--- config.mk ---
export PLATFORM = sky130hd
export DESIGN_NAME = i2c_master_bit_sequencer
export DESIGN_NICKNAME = d
export VERILOG_FILES = /design/src/i2cms_pkg.sv /design/src/i2cms_step.sv /design/src/i2c_master_bit_sequencer.sv
export SDC_FILE = /design/constraint.sdc
export NUM_CORES = 1
export LEC_CHECK = 0
export ABC_AREA = 1
export BUFFER_PORTS_ARGS = -buffer_cell sky130_fd_sc_hd__buf_2
export CORE_AREA = 3 3 144 146
export CTS_BUF_LIST = sky130_fd_sc_hd__clkbuf_8
export DETAILED_ROUTE_END_ITERATION = 10
export DIE_AREA = 0 0 147 149
export PLACE_DENSITY = 0.47
export SETUP_SLACK_MARGIN = 0.05
export SLEW_MARGIN = 20
export SYNTH_ARGS = -nofsm -noshare
export SYNTH_HDL_FRONTEND = slang
export SYNTH_SLANG_ARGS = --single-unit
--- constraint.sdc ---
create_clock -name clk_i -period 4.4 [get_ports clk_i]
set_clock_uncertainty 0.2 [all_clocks]
set_input_delay 0.88 -clock clk_i [delete_from_list [all_inputs] [get_ports clk_i]]
set_output_delay 0.88 -clock clk_i [all_outputs]
set_load 0.02 [all_outputs]
--- src/i2cms_pkg.sv ---
// Package: types, command codes and helpers shared by the I2C master bit sequencer.
package i2cms_pkg;

  localparam int unsigned TpmW    = 8;
  localparam int unsigned PollW   = 8;
  localparam int unsigned DelayW  = 11;
  localparam int unsigned PhaseW  = 4;
  localparam int unsigned BitIdxW = 4;
  localparam int unsigned ByteW   = 8;
  localparam int unsigned CfgIdxW = 1;

  localparam logic [TpmW-1:0]  TpmReset   = 8'd100;
  localparam logic [PollW-1:0] PollReset  = 8'd250;
  localparam logic [PollW-1:0] PollMax    = 8'hFF;
  localparam logic [BitIdxW-1:0] BitsPerByte = 4'd8;

  // bus delays in microseconds
  localparam logic [2:0] Us1 = 3'd1;
  localparam logic [2:0] Us2 = 3'd2;
  localparam logic [2:0] Us5 = 3'd5;
  localparam logic [2:0] Us6 = 3'd6;

  typedef enum logic [2:0] {
    CMD_IDLE  = 3'd0,
    CMD_START = 3'd1,
    CMD_STOP  = 3'd2,
    CMD_ACK   = 3'd3,
    CMD_NACK  = 3'd4,
    CMD_WAIT  = 3'd5,
    CMD_WRITE = 3'd6,
    CMD_READ  = 3'd7
  } cmd_e;

  typedef enum logic [CfgIdxW-1:0] {
    REG_TICKS_PER_US = 1'b0,
    REG_ACK_TIMEOUT  = 1'b1
  } cfg_reg_e;

  typedef struct packed {
    logic [2:0]       req_type;
    logic [ByteW-1:0] tx_byte;
    logic             ack_after_read;
    logic             sda_in;
  } in_word_t;

  typedef struct packed {
    logic             scl_out;
    logic             sda_out;
    logic             busy_res;
    logic             done_res;
    logic             ack_seen;
    logic             timed_out;
    logic [ByteW-1:0] rx_byte;
    logic             rejected;
  } out_word_t;

  typedef struct packed {
    cmd_e               cmd;
    logic [PhaseW-1:0]  phase;
    logic [BitIdxW-1:0] bit_idx;
    logic [DelayW-1:0]  delay_left;
    logic [PollW-1:0]   poll_count;
    logic [ByteW-1:0]   shift_data;
    logic               scl_level;
    logic               sda_level;
    logic               ack_choice;
  } seq_state_t;

  typedef struct packed {
    logic [TpmW-1:0]  ticks_per_us;
    logic [PollW-1:0] ack_timeout;
  } cfg_t;

  // Delay of us microseconds in ticks; fits 11 bits for us up to 6.
  function automatic logic [DelayW-1:0] wait_ticks(logic [2:0] us, logic [TpmW-1:0] tpm);
    logic [DelayW-1:0] prod;
    prod = DelayW'(us) * DelayW'(tpm);
    return prod;
  endfunction

endpackage

--- src/i2cms_step.sv ---
// One tick of the pin sequencer: next state and result word from state and input word.
module i2cms_step (
  input  i2cms_pkg::seq_state_t state_i,
  input  i2cms_pkg::in_word_t   word_i,
  input  i2cms_pkg::cfg_t       cfg_i,
  output i2cms_pkg::seq_state_t state_o,
  output i2cms_pkg::out_word_t  word_o
);
  import i2cms_pkg::*;

  always_comb begin
    seq_state_t s;
    logic       run;
    logic       rej;
    logic       done;
    logic       ack;
    logic       tmo;
    logic [ByteW-1:0] rx;
    logic [PhaseW-1:0] p;
    logic [BitIdxW-1:0] nbit;

    s    = state_i;
    run  = 1'b0;
    rej  = 1'b0;
    done = 1'b0;
    ack  = 1'b0;
    tmo  = 1'b0;
    rx   = '0;
    nbit = '0;

    if (s.cmd != CMD_IDLE) begin
      rej = (word_i.req_type != 3'(CMD_IDLE));
      if (s.delay_left != '0) begin
        s.delay_left = s.delay_left - DelayW'(1);
      end else begin
        run = 1'b1;
      end
    end else if (word_i.req_type != 3'(CMD_IDLE)) begin
      s.cmd        = cmd_e'(word_i.req_type);
      s.phase      = '0;
      s.bit_idx    = '0;
      s.poll_count = '0;
      s.delay_left = '0;
      s.shift_data = (s.cmd == CMD_WRITE) ? word_i.tx_byte : '0;
      s.ack_choice = (s.cmd == CMD_READ) ? word_i.ack_after_read : 1'b0;
      run          = 1'b1;
    end

    p = s.phase;
    if (run) begin
      s.delay_left = '0;
      unique case (s.cmd)
        CMD_START: begin
          priority if (p == 4'd0) begin
            s.sda_level = 1'b1;
          end else if (p == 4'd1) begin
            s.scl_level = 1'b1; s.delay_left = wait_ticks(Us5, cfg_i.ticks_per_us);
          end else if (p == 4'd2) begin
            s.sda_level = 1'b0; s.delay_left = wait_ticks(Us6, cfg_i.ticks_per_us);
          end else if (p == 4'd3) begin
            s.scl_level = 1'b0;
          end else begin
            done = 1'b1; s.cmd = CMD_IDLE;
          end
          s.phase = (p >= 4'd4) ? '0 : p + PhaseW'(1);
        end
        CMD_STOP: begin
          priority if (p == 4'd0) begin
            s.scl_level = 1'b0;
          end else if (p == 4'd1) begin
            s.sda_level = 1'b0;
          end else if (p == 4'd2) begin
            s.scl_level = 1'b1; s.delay_left = wait_ticks(Us6, cfg_i.ticks_per_us);
          end else if (p == 4'd3) begin
            s.sda_level = 1'b1; s.delay_left = wait_ticks(Us6, cfg_i.ticks_per_us);
          end else begin
            done = 1'b1; s.cmd = CMD_IDLE;
          end
          s.phase = (p >= 4'd4) ? '0 : p + PhaseW'(1);
        end
        CMD_ACK, CMD_NACK: begin
          priority if (p == 4'd0) begin
            s.scl_level = 1'b0;
          end else if (p == 4'd1) begin
            s.sda_level  = (s.cmd == CMD_NACK);
            s.delay_left = wait_ticks(Us2, cfg_i.ticks_per_us);
          end else if (p == 4'd2) begin
            s.scl_level = 1'b1; s.delay_left = wait_ticks(Us5, cfg_i.ticks_per_us);
          end else if (p == 4'd3) begin
            s.scl_level = 1'b0;
          end else begin
            done = 1'b1; s.cmd = CMD_IDLE;
          end
          s.phase = (p >= 4'd4) ? '0 : p + PhaseW'(1);
        end
        CMD_WAIT: begin
          priority if (p == 4'd0) begin
            s.sda_level = 1'b1; s.delay_left = wait_ticks(Us1, cfg_i.ticks_per_us);
            s.phase = 4'd1;
          end else if (p == 4'd1) begin
            s.scl_level = 1'b1; s.delay_left = wait_ticks(Us1, cfg_i.ticks_per_us);
            s.phase = 4'd2;
          end else if (p == 4'd2) begin
            if (!word_i.sda_in) begin
              s.scl_level  = 1'b0;
              s.ack_choice = 1'b1;
              s.phase      = 4'd3;
            end else begin
              if (s.poll_count != PollMax) s.poll_count = s.poll_count + PollW'(1);
              if (s.poll_count >= cfg_i.ack_timeout) s.phase = 4'd4;
            end
          end else if (p == 4'd3) begin
            done = 1'b1; ack = s.ack_choice; s.cmd = CMD_IDLE; s.phase = '0;
          end else if (p == 4'd4) begin
            s.scl_level = 1'b0; s.phase = 4'd5;
          end else if (p == 4'd5) begin
            s.sda_level = 1'b0; s.phase = 4'd6;
          end else if (p == 4'd6) begin
            s.scl_level = 1'b1; s.delay_left = wait_ticks(Us6, cfg_i.ticks_per_us);
            s.phase = 4'd7;
          end else if (p == 4'd7) begin
            s.sda_level = 1'b1; s.delay_left = wait_ticks(Us6, cfg_i.ticks_per_us);
            s.phase = 4'd8;
          end else begin
            done = 1'b1; tmo = 1'b1; s.cmd = CMD_IDLE; s.phase = '0;
          end
        end
        CMD_WRITE: begin
          priority if (p == 4'd0) begin
            s.scl_level = 1'b0; s.phase = 4'd1;
          end else if (p == 4'd1) begin
            s.sda_level  = s.shift_data[ByteW-1];
            s.shift_data = {s.shift_data[ByteW-2:0], 1'b0};
            s.delay_left = wait_ticks(Us2, cfg_i.ticks_per_us);
            s.phase      = 4'd2;
          end else if (p == 4'd2) begin
            s.scl_level = 1'b1; s.delay_left = wait_ticks(Us2, cfg_i.ticks_per_us);
            s.phase = 4'd3;
          end else if (p == 4'd3) begin
            s.scl_level  = 1'b0;
            s.delay_left = wait_ticks(Us2, cfg_i.ticks_per_us);
            nbit         = s.bit_idx + BitIdxW'(1);
            s.bit_idx    = nbit;
            s.phase      = (nbit < BitsPerByte) ? 4'd1 : 4'd4;
          end else begin
            done = 1'b1; s.cmd = CMD_IDLE; s.phase = '0;
          end
        end
        CMD_READ: begin
          priority if (p == 4'd0) begin
            s.scl_level = 1'b0; s.delay_left = wait_ticks(Us2, cfg_i.ticks_per_us);
            s.phase = 4'd1;
          end else if (p == 4'd1) begin
            s.scl_level  = 1'b1;
            s.shift_data = {s.shift_data[ByteW-2:0], word_i.sda_in};
            s.delay_left = wait_ticks(Us1, cfg_i.ticks_per_us);
            nbit         = s.bit_idx + BitIdxW'(1);
            s.bit_idx    = nbit;
            s.phase      = (nbit < BitsPerByte) ? 4'd0 : 4'd2;
          end else if (p == 4'd2) begin
            s.scl_level = 1'b0; s.phase = 4'd3;
          end else if (p == 4'd3) begin
            s.sda_level  = !s.ack_choice;
            s.delay_left = wait_ticks(Us2, cfg_i.ticks_per_us);
            s.phase      = 4'd4;
          end else if (p == 4'd4) begin
            s.scl_level = 1'b1; s.delay_left = wait_ticks(Us5, cfg_i.ticks_per_us);
            s.phase = 4'd5;
          end else if (p == 4'd5) begin
            s.scl_level = 1'b0; s.phase = 4'd6;
          end else begin
            done = 1'b1; rx = s.shift_data; s.cmd = CMD_IDLE; s.phase = '0;
          end
        end
        default: begin
          s.cmd   = CMD_IDLE;
          s.phase = '0;
        end
      endcase
    end

    state_o          = s;
    word_o.scl_out   = s.scl_level;
    word_o.sda_out   = s.sda_level;
    word_o.busy_res  = (s.cmd != CMD_IDLE);
    word_o.done_res  = done;
    word_o.ack_seen  = ack;
    word_o.timed_out = tmo;
    word_o.rx_byte   = rx;
    word_o.rejected  = rej;
  end

endmodule

--- src/i2c_master_bit_sequencer.sv ---
// Top level of the I2C master bit sequencer: input register, tick logic, result register.
// Path: a word accepted into the input register reaches the output through the result register.
// Throughput: one word per cycle unless out_stall_i holds a result; the sequencer state
//   updates once per word moved into the result register, one tick per unstalled clock.
// Reset: rst_ni low clears both stages, leaves the sequencer idle with SCL and SDA released,
//   and restores 100 ticks per microsecond and 250 acknowledge polls.
module i2c_master_bit_sequencer (
  input  logic                           clk_i,
  input  logic                           rst_ni,
  // tick words in
  input  logic                           in_valid_i,
  output logic                           in_stall_o,
  input  i2cms_pkg::in_word_t            in_word_i,
  // result words out
  output logic                           out_valid_o,
  input  logic                           out_stall_i,
  output i2cms_pkg::out_word_t           out_word_o,
  // register writes
  input  logic                           cfg_valid_i,
  output logic                           cfg_ready_o,
  input  logic [i2cms_pkg::CfgIdxW-1:0]  cfg_index_i,
  input  logic [7:0]                     cfg_data_i
);
  import i2cms_pkg::*;

  // Input register: holds one tick word until the result register can take its result.
  logic       s1_valid_q;
  in_word_t   s1_q;
  // Result register.
  logic       out_valid_q;
  out_word_t  out_q;
  // Sequencer state and registers.
  seq_state_t state_q, state_d;
  out_word_t  res_d;
  cfg_t       cfg_q;

  logic out_free;
  logic advance;
  logic in_take;

  // The result register frees up when empty or when its word leaves this cycle.
  assign out_free   = !out_valid_q || !out_stall_i;
  assign advance    = s1_valid_q && out_free;
  assign in_stall_o = s1_valid_q && !out_free;
  assign in_take    = in_valid_i && !in_stall_o;

  // The user must issue writes only while idle; the block does not enforce this and accepts them at once.
  assign cfg_ready_o = 1'b1;

  i2cms_step u_step (
    .state_i (state_q),
    .word_i  (s1_q),
    .cfg_i   (cfg_q),
    .state_o (state_d),
    .word_o  (res_d)
  );

  // Advance the input stage; hold it when the result side stalls.
  always_ff @(posedge clk_i or negedge rst_ni) begin
    if (!rst_ni) begin
      s1_valid_q <= 1'b0;
    end else if (in_take) begin
      s1_valid_q <= 1'b1;
    end else if (advance) begin
      s1_valid_q <= 1'b0;
    end
  end

  always_ff @(posedge clk_i) begin
    if (in_take) begin
      s1_q <= in_word_i;
    end
  end

  // Load the result register and commit the sequencer state in the same edge.
  always_ff @(posedge clk_i or negedge rst_ni) begin
    if (!rst_ni) begin
      out_valid_q <= 1'b0;
    end else if (advance) begin
      out_valid_q <= 1'b1;
    end else if (!out_stall_i) begin
      out_valid_q <= 1'b0;
    end
  end

  always_ff @(posedge clk_i) begin
    if (advance) begin
      out_q <= res_d;
    end
  end

  always_ff @(posedge clk_i or negedge rst_ni) begin
    if (!rst_ni) begin
      state_q.cmd        <= CMD_IDLE;
      state_q.phase      <= '0;
      state_q.bit_idx    <= '0;
      state_q.delay_left <= '0;
      state_q.poll_count <= '0;
      state_q.shift_data <= '0;
      state_q.scl_level  <= 1'b1;
      state_q.sda_level  <= 1'b1;
      state_q.ack_choice <= 1'b0;
    end else if (advance) begin
      state_q <= state_d;
    end
  end

  // Register file: two 8-bit registers.
  always_ff @(posedge clk_i or negedge rst_ni) begin
    if (!rst_ni) begin
      cfg_q.ticks_per_us <= TpmReset;
      cfg_q.ack_timeout  <= PollReset;
    end else if (cfg_valid_i && cfg_ready_o) begin
      unique case (cfg_reg_e'(cfg_index_i))
        REG_TICKS_PER_US: cfg_q.ticks_per_us <= cfg_data_i;
        REG_ACK_TIMEOUT:  cfg_q.ack_timeout  <= cfg_data_i;
        default: ;
      endcase
    end
  end

  assign out_valid_o = out_valid_q;
  assign out_word_o  = out_q;

endmodule

Word level (Yosys, flattened, before mapping)

Cells that the tools add are included.

Add/sub/neg operators: 4
$mul: 2
Order comparisons: 3
Eq/ne operators: 19
Muxes and demuxes: 178
Bitwise logic cells: 5
Reduce and logical (&&, ||, !) cells: 25

Operators by type and width:

| operator                                                              | number |
|---|---|
| 11-bit two-way mux                                                    | 28 |
| 8-bit two-way mux                                                     | 17 |
| 4-bit two-way mux                                                     | 23 |
| 1-bit two-way mux                                                     | 76 |
| 11-bit one-hot mux with 6 select lines                                | 1 |
| 3-bit two-way mux                                                     | 19 |
| 41-bit two-way mux                                                    | 1 |
| 38-bit two-way mux                                                    | 1 |
| 15-bit two-way mux                                                    | 2 |
| 7-bit one-hot mux with 4 select lines                                 | 1 |
| 3-bit equality test, second input constant                            | 6 |
| 4-bit by 3-bit equality test with 1-bit output, second input constant | 4 |
| 16-bit two-way mux                                                    | 1 |
| 8-bit one-hot mux with 2 select lines                                 | 1 |
| 2-bit one-hot mux with 6 select lines                                 | 1 |
| 3-bit nonzero test                                                    | 4 |
| 6-bit OR reduction                                                    | 2 |
| 3-bit by 8-bit multiplier with 11-bit output, first input constant    | 1 |
| 11-bit nonzero test                                                   | 1 |
| 11-bit by 1-bit subtractor with 11-bit output, second input constant  | 1 |
| 2-bit by 8-bit multiplier with 10-bit output, first input constant    | 1 |
| 4-bit by 1-bit adder with 4-bit output, second input constant         | 2 |
| 8-bit by 1-bit adder with 8-bit output, second input constant         | 1 |
| 4-bit by 2-bit equality test with 1-bit output, second input constant | 2 |
| 25 further kinds                                                      | 39 |

Register bits: 87
Input port bits: 27
Logic and storage cells: 261

Logic depth before layout (Yosys ltp)

Word-level depth: 21
Depth in mapped cells: 25
Mapped depth without buffers: 24

Cells and area by module

A second synthesis with hierarchy kept.

Cell total of the unflattened synthesis: 1105
Area, all modules: 7672.4 sq um

Modules (own cells, without submodules):

| module                   | times used | cells an instance | area each (sq um) | sequential area each (sq um) |
|---|---|---|---|---|
| i2cms_step               | 1          | 815               | 4386.7            | 0.0 |
| i2c_master_bit_sequencer | 1          | 290               | 3285.7            | 2331.0 |

Worst setup path after synthesis

No wires, ideal clock.

Path type: reg-to-reg
Start: reg s1_q[10] (netlist name)
End: reg state_q[36] (netlist name)
Setup time: 0.120 ns
Arrival: 3.207 ns
Path slack: 0.872 ns
Cell stages (with the launch flop): 25
Path through: edfxtp_1 > nor2_1 > nand2_1 > inv_1 > nor2_1 > buf_2 > nor2_1 > ha_1 > nand4_1 > nor2_2 > nand3_2 > nand2_1 > xor2_1 > inv_1 > ha_1 > a21oi_1 > nor2_1 > a211oi_1 > nand3_1 > o21ai_0 > nand2_1 > nand2_1 > nand2_1 > o21ai_1 > nand2_1

Cells in the longest elaborated chain, start to end: 19
Elaborated cells between the ends (all ways): 58

RTL lines:

| element                                                                        | line                            | RTL |
|---|---|---|
| start: declaration                                                             | i2c_master_bit_sequencer.sv:28  | `in_word_t s1_q;` |
| start signal: assignment                                                       | i2c_master_bit_sequencer.sv:71  | `s1_q <= in_word_i;` |
| 3-bit nonzero test                                                             | i2cms_step.sv:38                | `end else if (word_i.req_type != 3'(CMD_IDLE)) begin` |
| 38-bit two-way mux                                                             | i2cms_step.sv:38                |  |
| 16-bit two-way mux                                                             | i2cms_step.sv:31                | `if (s.cmd != CMD_IDLE) begin` |
| 8-bit by 1-bit adder with 8-bit output / 8-bit != test (equally long branches) | i2cms_step.sv:109               | `if (s.poll_count != PollMax) s.poll_count = s.poll_count + PollW'(1);` |
| 8-bit two-way mux                                                              | i2cms_step.sv:109               |  |
| 8-bit two-way mux                                                              | i2cms_step.sv:104               | `if (!word_i.sda_in) begin` |
| 8-bit two-way mux                                                              | i2cms_step.sv:103               | `end else if (p == 4'd2) begin` |
| 8-bit two-way mux                                                              | i2cms_step.sv:100               | `end else if (p == 4'd1) begin` |
| (+3 left out)                                                                  | --                              |  |
| 8-bit >= comparator                                                            | i2cms_step.sv:110               | `if (s.poll_count >= cfg_i.ack_timeout) s.phase = 4'd4;` |
| 4-bit two-way mux                                                              | i2cms_step.sv:110               |  |
| 4-bit two-way mux                                                              | i2cms_step.sv:104               |  |
| 4-bit two-way mux                                                              | i2cms_step.sv:103               |  |
| 4-bit two-way mux                                                              | i2cms_step.sv:100               |  |
| 4-bit two-way mux                                                              | i2cms_step.sv:97                | `priority if (p == 4'd0) begin` |
| 7-bit one-hot mux with 4 select lines                                          | i2cms_step.sv:52                | `unique case (s.cmd)` |
| 41-bit two-way mux (*)                                                         | i2cms_step.sv:50                | `if (run) begin` |
| end signal: assignment                                                         | i2c_master_bit_sequencer.sv:104 | `state_q <= state_d;` |
| end: declaration                                                               | i2c_master_bit_sequencer.sv:33  | `seq_state_t state_q, state_d;` |

Mark *: on every way between the ends. The rest lies on a longest branch, timed or not. The select of a mux whose other input is x is not followed.
A chain may end at the register's enable or synchronous reset.

Final worst setup path

Start: reg state_q[38] (netlist name)
End: reg state_q[36] (netlist name)

Cells in the longest elaborated chain, start to end: 18
Elaborated cells between the ends (all ways): 57

RTL lines:

| element                                                                        | line |
|---|---|
| 3-bit nonzero test                                                             | i2cms_step.sv:31 |
| 16-bit two-way mux                                                             | i2cms_step.sv:31 |
| 8-bit by 1-bit adder with 8-bit output / 8-bit != test (equally long branches) | i2cms_step.sv:109 |
| 8-bit two-way mux                                                              | i2cms_step.sv:109 |
| 8-bit two-way mux                                                              | i2cms_step.sv:104 |
| 8-bit two-way mux                                                              | i2cms_step.sv:103 |
| 8-bit two-way mux                                                              | i2cms_step.sv:100 |
| 8-bit two-way mux                                                              | i2cms_step.sv:97 |
| (+2 left out)                                                                  | -- |
| 8-bit >= comparator                                                            | i2cms_step.sv:110 |
| 4-bit two-way mux                                                              | i2cms_step.sv:110 |
| 4-bit two-way mux                                                              | i2cms_step.sv:104 |
| 4-bit two-way mux                                                              | i2cms_step.sv:103 |
| 4-bit two-way mux                                                              | i2cms_step.sv:100 |
| 4-bit two-way mux                                                              | i2cms_step.sv:97 |
| 7-bit one-hot mux with 4 select lines                                          | i2cms_step.sv:52 |
| 41-bit two-way mux (*)                                                         | i2cms_step.sv:50 |

Marked as above.

==> results.cfg <==
[pwr]
peakVddDrop_v = 0.000219
leakagePower_nw = 3.54
finalPower_mw = 3.91
powerDensity_nw_per_um2 = 523

[logic_synthesis]
synth_ff_type = dfrtp_1
synth_xor_area_frac = 0.0271
ys_async_sr_fraction = 0.678
synth.mux.area_fraction = 0
syn_nets = 1017
syn_inst = 953
syn-cell-area_um2 = 6780
synthSimpleGateAreaFrac = 0.302
yosys_warnings = 0
synthAdderAreaFrac = 0.0705
synth_cell_types = 54
synth_compound_area_frac = 0.158
synth_top_family_by_area = simple AND/OR/NAND/NOR gates
synth_edf_count = 28
ys_ff_latch = 87
seq_area_frac_synth = 0.344
syn_area_per_cell_um2 = 7.11

[cells_and_area]
finalNonFillerCells = 1260
final_common_cell = nand2_1
regArea_um2 = 2330
utilization = 0.383
fill_cells = 2131
layout_common_cells = 214 x nand2_1, 122 x inv_1, 91 x nor2_1, 70 x nand3_1, 63 x o21ai_0
area_delta_synth_final_pct = 10.2
layout-drive-gt1-share = 0.143
multi_input_area_um2 = 3790
diodes = 0
nets = 1054

[clocking]
cts_tree = yes
clk_latency_ns = 0.39
ctsHoldBuffers = 0
cts-htree-levels = 3
cts.sinks = 87
post_cts_resized = 0
path_clk_slew_ns = 0.10
cts_inserted_buffers = 9
cts_root_buffer = clkbuf_8
clockBufferDepth = 2
postCtsSetupRepairBufs = 0

[floorplan]
dieArea_um2 = 21900
rows = 51
dieWidth_um = 147
core_area_um2 = 19500
pin_count = 45
start_util = 0.347
dieHeight_um = 149

[timing]
slew_headroom = 0.487
tightest_slew_ns = 0.769
min_period_ns = 3.88
maxSlewViolCount = 0
setup_viol_count_final = 0
whs_ns = 0.289
hold_viol_final = 0
max_freq_mhz = 257
period_share = 0.883
rsz0062_at_grt = no
finalSetupTns_ns = 0

[status]
run_status = complete, no violations

[setup_path]
r2r.worst_path.cells = 22
crit_fanout = 10
cp.arrival_ns = 3.96
r2r_start = state_q[38]
r2r_slack_ns = 0.52
critPathBufInv = 1
crit_family = simple AND/OR/NAND/NOR gates
r2r-end = state_q[36]
cp_slowest_cell = dfrtp_1
start_kind = flop
crit_type = flop to flop
crit_required_ns = 4.47
cp_slowest_stage_delay_ns = 0.43
crit_path_frequent_cell = nand2_1
end_kind = flop
cp_cell_sequence = nor2_2, nand2_1, nor2_1, nor2_1, ha_1, nand4_1, nor2_2, nand3_2, nand2_1, xor2_1, inv_1, ha_1, a21oi_1, nor2_1, a211oi_1, nand3_1, o21ai_0, nand2_1, nand2_1, nand2_1, o21ai_1, nand2_1

[place]
port_buffers = 43
gp_congestion = 0.848
dp_cells = 1244
hpwl_um = 15200

[worst_hold_path]
hold_start = state_q[30]
hold_path_class = flop to flop
worstHoldEndpoint = state_q[30]
whs_path_depth = 2

[routing]
routed_wl_um = 20000
wl_per_cell_um = 15.9
vias_per_cell = 5.06
drtAntennaViolNets = 0
via_count = 6370
firstDrtPassIters = 6
drc = 0
first_iter_violations = 448

[global_routing]
grt_pass1_wl_um = 32500
grt_pass1_vias = 5905
antenna_found_initial = 0
grt_max_degree = 31
overflow = 0
grtUsageTotal = 0.185

[job]
cap_violations = 0
[layout make-up]
| type | instances | share of cell area |
|---|---|---|
| clock inverters | 7 | 0.0102 |
| flip-flops and latches | 87 | 0.312 |
| repair buffers | 51 | 0.0385 |
| clock buffers | 9 | 0.0166 |
| well taps | 265 | 0.0444 |
| inverters | 141 | 0.0712 |
| multi-input cells | 700 | 0.507 |
[through the flow]
stage | area [um2] | setup slack [ns]
after floorplan | 6780 | 0.872
after global routing | 7470 | 0.0719
after global placement | 7270 | 0.650
final | 7470 | 0.515
after CTS | 7470 | 0.526
after detailed placement | 7270 | 0.591
[Yosys cell counts, types with 2 or more instances]
cell type | number | area [um2]
buf_2 | 8 | 40.0
nand3b_1 | 6 | 45.0
ha_1 | 35 | 438
nor2_2 | 8 | 50.1
buf_6 | 2 | 22.5
o22ai_1 | 11 | 68.8
nor2_1 | 92 | 345
a21oi_1 | 54 | 270
o211ai_1 | 11 | 82.6
nor3_2 | 2 | 20.0
nand2_4 | 2 | 22.5
o21ai_1 | 27 | 135
inv_1 | 121 | 454
fa_1 | 2 | 40.0
nor2_4 | 7 | 78.8
o21ai_0 | 63 | 315
a22oi_1 | 2 | 15.0
nor4_1 | 2 | 12.5
nand3_2 | 4 | 40.0
clkbuf_1 | 10 | 37.5
edfxtp_1 | 28 | 841
a31oi_1 | 8 | 50.1
inv_2 | 18 | 67.6
nand3_1 | 70 | 350
dfrtp_1 | 48 | 1200
nand4_1 | 17 | 106
a21boi_1 | 2 | 15.0
xor2_1 | 11 | 96.3
nor3_1 | 6 | 30.0
a211oi_1 | 2 | 15.0
xnor2_1 | 10 | 87.6
nand2_1 | 214 | 803
buf_4 | 4 | 30.0
nand2_2 | 15 | 93.8
a21oi_2 | 2 | 17.5
dfstp_2 | 11 | 289
[cells by family (layout without fill, tap and decap cells)]
logic type / Yosys count / in the layout
simple gates: 450 / 450
flops: 87 / 87
compound gates: 191 / 191
buf+inv: 166 / 208
xor+xnor: 21 / 21
fa+ha+maj: 37 / 37
other cells: 1 / 1
[layer usage]
metal	global-route usage	vias up	share of wire
li1	-	3224	-
met1	0.281	2958	0.50
met2	0.278	168	0.43
met3	0.0304	20	0.050
met4	0.0410	0	0.013
met5	0	-	0
[worst min-delay path, delay by kind of cell, from the launching register on]
family | cells | cell delay (ns)
DFF | 1 | 0.35
and+or+nand+nor | 2 | 0.11
[state kept, by name, summed over array words and instances (netlist names)]
name,count
out_word_o,15
out_valid_o,1
s1_valid_q,1
state_q,41
cfg_q,16
s1_q,13
[worst max-delay path by stage]
stage	start	end	slack, ns	depth (start not counted)
2_1_floorplan	s1_q[10]	state_q[36]	0.87	24
3_3_place_gp	state_q[38]	state_q[36]	0.65	22
3_5_place_dp	s1_q[10]	state_q[36]	0.59	23
4_1_cts	state_q[38]	state_q[36]	0.53	22
5_1_grt	s1_q[10]	state_q[35]	0.07	24
6_report	state_q[38]	state_q[36]	0.52	22
[where the power goes]
group / internal, mW / switching (mW)
clock: 0.269 / 0.330
combinational: 0.618 / 1.48
sequential: 1.05 / 0.159
Power figures use the tool's default switching activity.
